`config.mk`:
```
export PLATFORM = sky130hd
export DESIGN_NAME = obstacle_side_debounce_flat
export DESIGN_NICKNAME = d
export VERILOG_FILES = /design/src/sv/osd_pkg.sv /design/src/sv/osd_in_if.sv /design/src/sv/osd_out_if.sv /design/src/sv/obstacle_side_debounce.sv /design/src/flat_wrapper.sv
export SDC_FILE = /design/constraint.sdc
export NUM_CORES = 2
export LEC_CHECK = 0
export BUFFER_PORTS_ARGS = -buffer_cell sky130_fd_sc_hd__buf_2
export CELL_PAD_IN_SITES_DETAIL_PLACEMENT = 1
export CELL_PAD_IN_SITES_GLOBAL_PLACEMENT = 2
export CORE_MARGIN = 2
export CORE_UTILIZATION = 40
export CTS_CLUSTER_SIZE = 10
export DETAILED_ROUTE_END_ITERATION = 12
export GPL_TIMING_DRIVEN = 0
export HOLD_SLACK_MARGIN = 0.03
export PLACE_DENSITY = 0.89
export SYNTH_ARGS = -nofsm -noshare
export SYNTH_HDL_FRONTEND = slang
export SYNTH_SLANG_ARGS = --single-unit
```
`constraint.sdc`:
```
create_clock -name clk -period 8 [get_ports clk]
set_clock_uncertainty 0.05 [all_clocks]
set_input_delay 0.4 -clock clk [delete_from_list [all_inputs] [get_ports clk]]
set_output_delay 0.4 -clock clk [all_outputs]
set_load 0.05 [all_outputs]
```
`src/sv/osd_pkg.sv`:
```
// shared types and constants for the obstacle side debounce block
package osd_pkg;

	localparam int unsigned POS_W   = 16;
	localparam int unsigned SLOPE_W = 10;
	localparam int unsigned HOLD_W  = 8;
	localparam int unsigned DIST_W  = 32;
	localparam int unsigned CFG_IDX_W  = 1;
	localparam int unsigned CFG_DATA_W = 10;

	localparam logic [CFG_IDX_W-1:0] REG_SECTOR_SLOPE = 1'd0;
	localparam logic [CFG_IDX_W-1:0] REG_HOLD_LIMIT   = 1'd1;

	localparam logic [SLOPE_W-1:0] SLOPE_RESET = 10'd586;
	localparam logic [HOLD_W-1:0]  HOLD_RESET  = 8'd10;
	localparam logic [DIST_W-1:0]  DIST_NONE   = '1;

	typedef struct packed {
		logic signed [POS_W-1:0] fwd_pos;
		logic signed [POS_W-1:0] side_pos;
		logic                    point_valid;
		logic                    frame_last;
	} osd_in_t;

	typedef struct packed {
		logic left_obstacle;
		logic right_obstacle;
	} osd_out_t;

endpackage

```
`src/sv/osd_in_if.sv`:
```
// obstacle point channel
interface osd_in_if;
	import osd_pkg::*;

	logic    valid;
	logic    ready;
	osd_in_t data;

	modport source (output valid, output data, input ready);
	modport sink (input valid, input data, output ready);
endinterface

```
`src/sv/osd_out_if.sv`:
```
// side decision channel
interface osd_out_if;
	import osd_pkg::*;

	logic     valid;
	logic     ready;
	osd_out_t data;

	modport source (output valid, output data, input ready);
	modport sink (input valid, input data, output ready);
endinterface

```
`src/sv/obstacle_side_debounce.sv`:
```
// obstacle side debounce: per-side nearest obstacle and held left/right decision
//
// Accepts one obstacle centre per cycle. A point passes through three pipeline
// registers (capture, squares and sector limit, distance and sector test) and is
// then folded into the per-side minima; on the last item of a frame the flags are
// updated and one decision transfer is presented from the output register.
// Throughput is one item per cycle; the only stall is a frame-end item
// that meets a decision still waiting in the output register.
module obstacle_side_debounce (
	input  logic                            clk,
	input  logic                            arst_n,
	osd_in_if.sink                          obstacle,
	osd_out_if.source                       decision,
	input  logic                            cfg_we,
	input  logic [osd_pkg::CFG_IDX_W-1:0]   cfg_idx,
	input  logic [osd_pkg::CFG_DATA_W-1:0]  cfg_data
);
	import osd_pkg::*;

	typedef struct packed {
		logic              left_flag;
		logic              right_flag;
		logic [HOLD_W-1:0] hold_count;
	} decide_t;

	logic [SLOPE_W-1:0] slope_q;
	logic [HOLD_W-1:0]  hold_limit_q;

	// stage 1: captured item
	logic                    vld_s1;
	logic signed [POS_W-1:0] fwd_s1;
	logic signed [POS_W-1:0] side_s1;
	logic                    pv_s1;
	logic                    last_s1;

	// stage 2: squares and sector limit
	logic              vld_s2;
	logic              ok_s2;
	logic              right_s2;
	logic              last_s2;
	logic [14:0]       fmag_s2;
	logic [29:0]       ff_s2;
	logic [30:0]       ll_s2;
	logic [26:0]       lim_s2;

	// stage 3: distance and side
	logic              vld_s3;
	logic              left_s3;
	logic              right_s3;
	logic              last_s3;
	logic [DIST_W-1:0] d_s3;

	logic [DIST_W-1:0] min_left_q;
	logic [DIST_W-1:0] min_right_q;
	logic              left_flag_q;
	logic              right_flag_q;
	logic [HOLD_W-1:0] hold_q;

	logic              out_vld_q;
	osd_out_t          out_q;

	logic              adv3, rdy3, rdy2, rdy1;
	logic [16:0]       side_mag;
	logic              side_nz;
	logic [30:0]       ll_full;
	logic [26:0]       lim_full;
	logic [24:0]       fs;
	logic              in_sec;
	logic [DIST_W-1:0] new_left, new_right;
	logic              hold_ok;
	decide_t           dec;

	// handshake chain
	assign adv3 = vld_s3 && (!last_s3 || !out_vld_q || decision.ready);
	assign rdy3 = !vld_s3 || adv3;
	assign rdy2 = !vld_s2 || rdy3;
	assign rdy1 = !vld_s1 || rdy2;
	assign obstacle.ready = rdy1;

	assign decision.valid = out_vld_q;
	assign decision.data  = out_q;

	// configuration
	always_ff @(posedge clk or negedge arst_n) begin
		if (!arst_n) begin
			slope_q      <= SLOPE_RESET;
			hold_limit_q <= HOLD_RESET;
		end else if (cfg_we) begin
			unique case (cfg_idx)
				REG_SECTOR_SLOPE: slope_q <= cfg_data[SLOPE_W-1:0];
				REG_HOLD_LIMIT:   hold_limit_q <= cfg_data[HOLD_W-1:0];
				default: ;
			endcase
		end
	end

	// stage 1
	always_ff @(posedge clk or negedge arst_n) begin
		if (!arst_n) begin
			vld_s1 <= 1'b0;
		end else if (rdy1) begin
			vld_s1 <= obstacle.valid;
		end
	end

	always_ff @(posedge clk) begin
		if (rdy1 && obstacle.valid) begin
			fwd_s1  <= obstacle.data.fwd_pos;
			side_s1 <= obstacle.data.side_pos;
			pv_s1   <= obstacle.data.point_valid;
			last_s1 <= obstacle.data.frame_last;
		end
	end

	// stage 2
	always_comb begin
		side_mag = side_s1[POS_W-1] ? 17'(-{side_s1[POS_W-1], side_s1})
		                            : {1'b0, side_s1};
		side_nz  = (side_s1 != '0);
		ll_full  = 31'(side_mag * side_mag);
		lim_full = 27'(side_mag * slope_q);
	end

	always_ff @(posedge clk or negedge arst_n) begin
		if (!arst_n) begin
			vld_s2 <= 1'b0;
		end else if (rdy2) begin
			vld_s2 <= vld_s1;
		end
	end

	always_ff @(posedge clk) begin
		if (rdy2 && vld_s1) begin
			ok_s2    <= pv_s1 && side_nz && !fwd_s1[POS_W-1] && (fwd_s1 != '0);
			right_s2 <= side_s1[POS_W-1];
			last_s2  <= last_s1;
			fmag_s2  <= fwd_s1[14:0];
			ff_s2    <= 30'(fwd_s1[14:0] * fwd_s1[14:0]);
			ll_s2    <= ll_full;
			lim_s2   <= lim_full;
		end
	end

	// stage 3
	always_comb begin
		fs     = {fmag_s2, 10'b0};
		in_sec = ({2'b0, fs} > lim_s2);
	end

	always_ff @(posedge clk or negedge arst_n) begin
		if (!arst_n) begin
			vld_s3 <= 1'b0;
		end else if (rdy3) begin
			vld_s3 <= vld_s2;
		end
	end

	always_ff @(posedge clk) begin
		if (rdy3 && vld_s2) begin
			d_s3     <= DIST_W'({2'b0, ff_s2}) + DIST_W'({1'b0, ll_s2});
			right_s3 <= ok_s2 && in_sec && right_s2;
			left_s3  <= ok_s2 && in_sec && !right_s2;
			last_s3  <= last_s2;
		end
	end

	// minima and frame decision
	always_comb begin
		new_left  = (left_s3 && (d_s3 < min_left_q)) ? d_s3 : min_left_q;
		new_right = (right_s3 && (d_s3 < min_right_q)) ? d_s3 : min_right_q;
		hold_ok   = (hold_q < hold_limit_q);
		dec.left_flag  = left_flag_q;
		dec.right_flag = right_flag_q;
		dec.hold_count = hold_q + 1'b1;
		if (new_left == new_right) begin
			if (!((left_flag_q || right_flag_q) && hold_ok)) begin
				dec = '{left_flag: 1'b0, right_flag: 1'b0, hold_count: '0};
			end
		end else if (new_left < new_right) begin
			if (!(right_flag_q && hold_ok)) begin
				dec = '{left_flag: 1'b1, right_flag: 1'b0, hold_count: '0};
			end
		end else begin
			if (!(left_flag_q && hold_ok)) begin
				dec = '{left_flag: 1'b0, right_flag: 1'b1, hold_count: '0};
			end
		end
	end

	always_ff @(posedge clk or negedge arst_n) begin
		if (!arst_n) begin
			min_left_q   <= DIST_NONE;
			min_right_q  <= DIST_NONE;
			left_flag_q  <= 1'b0;
			right_flag_q <= 1'b0;
			hold_q       <= '0;
			out_vld_q    <= 1'b0;
		end else begin
			out_vld_q <= (adv3 && last_s3) || (out_vld_q && !decision.ready);
			if (adv3) begin
				if (last_s3) begin
					min_left_q   <= DIST_NONE;
					min_right_q  <= DIST_NONE;
					left_flag_q  <= dec.left_flag;
					right_flag_q <= dec.right_flag;
					hold_q       <= dec.hold_count;
				end else begin
					min_left_q  <= new_left;
					min_right_q <= new_right;
				end
			end
		end
	end

	always_ff @(posedge clk) begin
		if (adv3 && last_s3) begin
			out_q.left_obstacle  <= dec.left_flag;
			out_q.right_obstacle <= dec.right_flag;
		end
	end

endmodule

```
`src/flat_wrapper.sv`:
```
// flat-port wrapper written by rule: the top's interface ports become plain ports
module obstacle_side_debounce_flat import osd_pkg::*;
  (clk, arst_n, cfg_we, cfg_idx, cfg_data, obstacle_valid, obstacle_data, obstacle_ready, decision_valid, decision_data, decision_ready);
  osd_in_if obstacle_i ();
  osd_out_if decision_i ();
  input  logic clk;
  input  logic arst_n;
  input  logic cfg_we;
  input  logic [osd_pkg::CFG_IDX_W-1:0] cfg_idx;
  input  logic [osd_pkg::CFG_DATA_W-1:0] cfg_data;
  input wire logic [$bits(obstacle_i.valid)-1:0] obstacle_valid;
  input wire logic [$bits(obstacle_i.data)-1:0] obstacle_data;
  output wire logic [$bits(obstacle_i.ready)-1:0] obstacle_ready;
  output wire logic [$bits(decision_i.valid)-1:0] decision_valid;
  output wire logic [$bits(decision_i.data)-1:0] decision_data;
  input wire logic [$bits(decision_i.ready)-1:0] decision_ready;
  assign obstacle_i.valid = obstacle_valid;
  assign obstacle_i.data = obstacle_data;
  assign obstacle_ready = obstacle_i.ready;
  assign decision_valid = decision_i.valid;
  assign decision_data = decision_i.data;
  assign decision_i.ready = decision_ready;
  obstacle_side_debounce u_core (.clk(clk), .arst_n(arst_n), .obstacle(obstacle_i), .decision(decision_i), .cfg_we(cfg_we), .cfg_idx(cfg_idx), .cfg_data(cfg_data));
endmodule
```
Yosys cells after proc, flatten, opt, wreduce, memory -nomap -nowiden

Cells that the tools add are included.

Add/subtract/negate cells: 3
Magnitude comparators: 5
Bitwise gates (word level): 1
$mul: 3
Mux-type cells: 10
Reduce and logical (&&, ||, !) cells: 37
Equal/unequal tests: 1

Operator list:

| kind                                                           | number |
|---|---|
| 32-bit 2-to-1 mux                                              | 4 |
| 32-bit less-than comparator                                    | 3 |
| 10-bit 2-to-1 mux                                              | 5 |
| 30-bit by 31-bit adder with 32-bit output                      | 1 |
| 32-bit == test                                                 | 1 |
| 16-bit nonzero test                                            | 2 |
| 17-bit by 17-bit multiplier with 31-bit output                 | 1 |
| 15-bit by 15-bit multiplier with 30-bit output                 | 1 |
| 25-bit by 27-bit greater-than comparator with 1-bit output     | 1 |
| 17-bit by 10-bit multiplier with 27-bit output                 | 1 |
| 1-bit logical AND                                              | 17 |
| 17-bit 2-to-1 mux                                              | 1 |
| 17-bit negation                                                | 1 |
| 8-bit by 1-bit adder with 8-bit output (second input constant) | 1 |
| 1-bit logical NOT                                              | 8 |
| 8-bit less-than comparator                                     | 1 |
| 1-bit logical OR                                               | 7 |
| 2-bit AND reduction                                            | 3 |
| 1-bit NOT                                                      | 1 |

Input bits: 50
Output and inout bits: 4
Word-level logic and storage cells: 88
Bits in registers: 273

Longest topological paths before layout

Depth in word-level cells: 8
Mapped depth: 33
Mapped depth without buffers: 32

Worst setup path after synthesis

No wires, ideal clock.

Kind: reg-to-reg
From: register u_core.side_s1[0]
To: register u_core.ll_s2[29], data pin
Period minus slack after synthesis: 8,104 ps
Data arrival time: 7,797 ps
Setup slack: -104 ps
Path buffers: 2
Setup time: 258 ps
Stages on the path, launching flop included: 32
Data required time: 7,692 ps
Cells stage by stage: edfxtp_1 -> inv_1 -> clkbuf_1 -> ha_1 -> nand2_1 -> or4_1 -> o41ai_1 -> xnor2_1 -> clkbuf_1 -> nand2_1 -> fa_1 -> inv_1 -> fa_1 -> inv_1 -> fa_1 -> inv_1 -> fa_1 -> fa_1 -> inv_1 -> fa_1 -> inv_1 -> ha_1 -> o21ai_0 -> nor2_1 -> or4b_1 -> a31oi_1 -> a21oi_1 -> o31ai_1 -> a21oi_1 -> o21a_1 -> nor2_1 -> xnor2_1

Word-level cells in the longest chain between the ends: 3

RTL lines:

| item                                             | line                          | text |
|---|---|---|
| from (decl)                                      | obstacle_side_debounce.sv:32  | `logic signed [POS_W-1:0] side_s1;` |
| from (signal assigned)                           | obstacle_side_debounce.sv:109 | `side_s1 <= obstacle.data.side_pos;` |
| 17-bit negation                                  | obstacle_side_debounce.sv:117 | `side_mag = side_s1[POS_W-1] ? 17'(-{side_s1[POS_W-1], side_s1})` |
| 17-bit 2-to-1 mux *                              | obstacle_side_debounce.sv:117 |  |
| 17-bit by 17-bit multiplier with 31-bit output * | obstacle_side_debounce.sv:120 | `ll_full = 31'(side_mag * side_mag);` |
| net u_core.ll_full[29]                           | obstacle_side_debounce.sv:65  | `logic [30:0] ll_full;` |
| to (signal assigned)                             | obstacle_side_debounce.sv:139 | `ll_s2 <= ll_full;` |
| to (decl)                                        | obstacle_side_debounce.sv:43  | `logic [30:0] ll_s2;` |

The timed path passes the listed nets; every way through them passes the cells marked *.
A chain may end at the register's enable or synchronous reset.

Worst setup path in the final report

Ends and elaborated chain as after synthesis.

==> run summary <==
The dominant cell type by count on the critical path was sky130_fd_sc_hd__fa_1. For this run, the slowest stage of the critical path takes 0.59 ns. The tools report the clock latency reported for the late side of the worst-skew pair as 0.57 ns. The tools report the detailed placement HPWL as 69.3 mm.

The global-route met1 utilization was 0.276. Counting every sink on the clock net gives 270. In the synthesized netlist the dominant register cell turns out to be sky130_fd_sc_hd__edfxtp_1. The final reports fail on setup timing. Number of enable flip-flop cells after synthesis: 174. The area of the core is 80400 um^2, and the cell area after synthesis is 32500 um^2. For this block, the via count after detailed routing is 23.4k. The run gives 0 as the global route total overflow. The tools report the met2 global-route usage as 0.390.

TritonCTS built the clock tree. In this run the worst path has a maximum fanout of 5. The violation count after the first detailed-route iteration is 1033, and the register bit count reported by yosys is 270. The tools report the worst relative slew slack as 0.265. The depth of the worst register-to-register path is 31.

The critical path's slowest cell is sky130_fd_sc_hd__fa_1. For the utilization after layout, the log shows 0.466. The hold path startpoint was cfg_data[6].

The portion of synthesized cell area occupied by the leading cell type is 0.275. The number of distinct library cells after synthesis is 77. In the layout the commonest cells are sky130_fd_sc_hd__inv_1, sky130_fd_sc_hd__fa_1, sky130_fd_sc_hd__ha_1. The final count of hold timing violations is 0. Yosys attributes the largest share of cell area to sky130_fd_sc_hd__fa_1, sky130_fd_sc_hd__edfxtp_1, sky130_fd_sc_hd__ha_1, sky130_fd_sc_hd__inv_1, sky130_fd_sc_hd__dfstp_2.

The most common cell after layout, fill and taps aside is sky130_fd_sc_hd__inv_1. The TritonCTS buffer count was 38. For the met3 track demand over resource, the log shows 0.0445.

For this run, the post-layout net count is 4278. For the sum of routed wire length over all layers, the log shows 91.0 mm. The run finished, with violations left. For the area enclosed by the die boundary, the log shows 83500 um^2. The startpoint of the most critical register-to-register path is u_core.side_s1[0]. The critical path starts at u_core.side_s1[0]. The tool flagged a number of max-cap violations equal to 0. The worst setup path is launched from a flip-flop. The number of detailed-routing iterations run before antenna repair is 5. The layer flagged by global routing as most heavily used is met2. After synthesis, the mean cell area works out to 10.3 um^2.

For the DRC violation count after routing, the log shows 0. The global-route usage over all layers was 0.223; the maximum level of the CTS H-tree was 2. By startpoint and endpoint, the worst setup path is classified as flip-flop to flip-flop. Number of slew-limit violations in the final report: 0. The final routed wire length divided by cell count came out at 20.3 um. The logs give 0.237 for the share of the yosys chip area belonging to registers and 0 for the Yosys warning count. The final worst slack came out at -0.00358 ns. The count of nets left with antenna violations once routing finished came out at 0. Static timing analysis puts the maximum clock frequency at 125 MHz.

The initial antenna violation count came out at 3. Setup repair after global routing could not meet its margin everywhere. The first global-routing pass estimated 143 mm of wire. The post-route clock period utilization came out at 1.00. At the end of routability-driven placement, the weighted congestion stood at 0.828. The async set-reset flop share out of synthesis was 0.356; the initial cell density of the core was 0.404. The tightest hold path in the finished design has a slack of 0.0651 ns. For the number of global-route vias before repair, the log shows 26.5k. The clock root buffer master is sky130_fd_sc_hd__clkbuf_16. Counting along the longest clock path gives a buffer depth of 3. STA classifies the critical path endpoint as a flip-flop. Row generation in the floorplan step produced 104 rows.

Of all cell types, the one taking the most synthesized area is sky130_fd_sc_hd__fa_1. The die is 289 um tall. For the finished layout, the period the worst path requires is 8.00 ns. The share of layout cells above drive strength 1 was 0.136; the transition time at the pin with the least slew margin was 1.09 ns.

The area growth from synthesis to layout is 15.2%. Entering global routing, the biggest net connects 73 pins. After clock tree synthesis, the clock-pin slew on the worst setup and hold paths is 0.06 ns. The die is 289 um wide. In this run the tool buffered the top-level ports with 53 buffer cells. At the worst endpoint, the required time is 8.25 ns. Dividing the detail-routed via count by the number of cells gives 5.22. The run gives 54 as the I/O pin count.

The class of the most critical hold timing path was primary input to flip-flop. For flop-to-flop paths, the worst setup slack is -0.004 ns. The tools report the endpoint of the most critical register-to-register path as u_core.ll_s2[29]. For the final number of setup-violating endpoints, the log shows 1. The capturing instance or port of the critical path is u_core.ll_s2[29]. For the worst setup path, the data arrival time is 8.25 ns. The run gives 3148 as the number of instances in the synthesized netlist.
## worst min-delay path by stage
stage                             endpoint  slack, ns  cells past startpoint
finish              u_core.hold_limit_q[6]       0.07                      2
CTS                          u_core.vld_s1       0.03                      2
floorplan            u_core.decision.valid       0.05                      0
detailed placement          u_core.last_s2       0.36                      0
global route                 u_core.vld_s1       0.04                      2
global placement            u_core.last_s2       0.35                      0
## critical path, delay by kind of cell, from the launching register on
| kind | cells | cell delay (ns) |
|---|---|---|
| buffers and inverters | 7 | 0.81 |
| AO/OA/AOI/OAI | 5 | 0.89 |
| XOR/XNOR | 2 | 0.27 |
| adder cells (fa/ha/maj) | 8 | 3.43 |
| AND/OR/NAND/NOR | 9 | 1.77 |
| flip-flops | 1 | 0.51 |
## per-layer routing
metal / wire length [um] / up-vias
met5: 0 / -
met4: 2840 / 0
met3: 5220 / 159
met2: 45400 / 516
met1: 37500 / 12000
li1: - / 10700
## stage by stage
stage               TNS (ns)  std cells  setup WS, ns  cell area (um^2)
finish              -0.00358       4486      -0.00358             37400
CTS                  -0.0716       4459       -0.0708             36800
detailed placement    -29.18       4305         -1.90             34300
global route          -0.668       4483        -0.188             37400
floorplan                  0       3189        0.0816             32600
global placement      -26.65       4302         -1.77             34200
## synth_stat cells (all sizes together) (14+ instances only)
| cell type | n |
|---|---|
| inv | 639 |
| fa | 446 |
| ha | 389 |
| nand2 | 258 |
| edfxtp | 174 |
| and2 | 143 |
| a21oi | 115 |
| nor2 | 115 |
| xnor2 | 87 |
| dfstp | 70 |
| o22a | 66 |
| clkbuf | 65 |
| o21ai | 57 |
| a21o | 54 |
| mux2 | 51 |
| mux2i | 35 |
| xor2 | 33 |
| nand2b | 31 |
| nor2b | 31 |
| nand4 | 27 |
| dfrtp | 26 |
| nand3 | 25 |
| nor3 | 25 |
| buf | 21 |
| o21a | 19 |
| o21bai | 16 |
| a211oi | 14 |
## logic make-up (layout without fill, tap and decap cells)
family                     count (synthesis)  count (layout)  synth area share
xor gates and xnor gates                 120             120            0.0326
buffers and inverters                    727             961            0.0845
and+or+nand+nor                          695             695             0.104
muxes                                     86              86            0.0285
DFF                                      270             270             0.237
adders and majority gates                835             835             0.425
AOI/OAI and AO/OA                        413             413            0.0878
other                                      2              46          0.000231
## cell type report
| cell class | instances | area, um^2 |
|---|---|---|
| Inverter | 641 | 2430 |
| Sequential cell | 270 | 7710 |
| Tap cell | 1060 | 1330 |
| Buffer | 85 | 512 |
| Timing Repair Buffer | 165 | 1330 |
| Multi-Input combinational cell | 2192 | 22900 |
| Clock inverter | 14 | 166 |
| Clock buffer | 56 | 1070 |
| Fill cell | 8917 | 43000 |
| Antenna cell | 3 | 7.51 |
## timing repair
action                                  CTS  global route
pin swaps                                45            80
resized for setup                       125           111
buffers inserted                         43            24
gates cloned                              0             1
hold buffers                             42             0
endpoints found under the hold margin    45             0
endpoints found under the setup margin   34            15
## registers in the layout (all words and copies together) (netlist names), 2 cells and up
name and flops:
u_core.d_s3 32, u_core.decision.data 2, u_core.ff_s2 29, u_core.fmag_s2 14
u_core.fwd_s1 16, u_core.hold_limit_q 8, u_core.hold_q 8, u_core.lim_s2 27
u_core.ll_s2 30, u_core.min_left_q 32, u_core.min_right_q 32, u_core.side_s1 16
u_core.slope_q 10
Power is left out: the tool's default activity adds up to more than one toggle a clock period on the data nets, which glitch-free logic cannot reach.
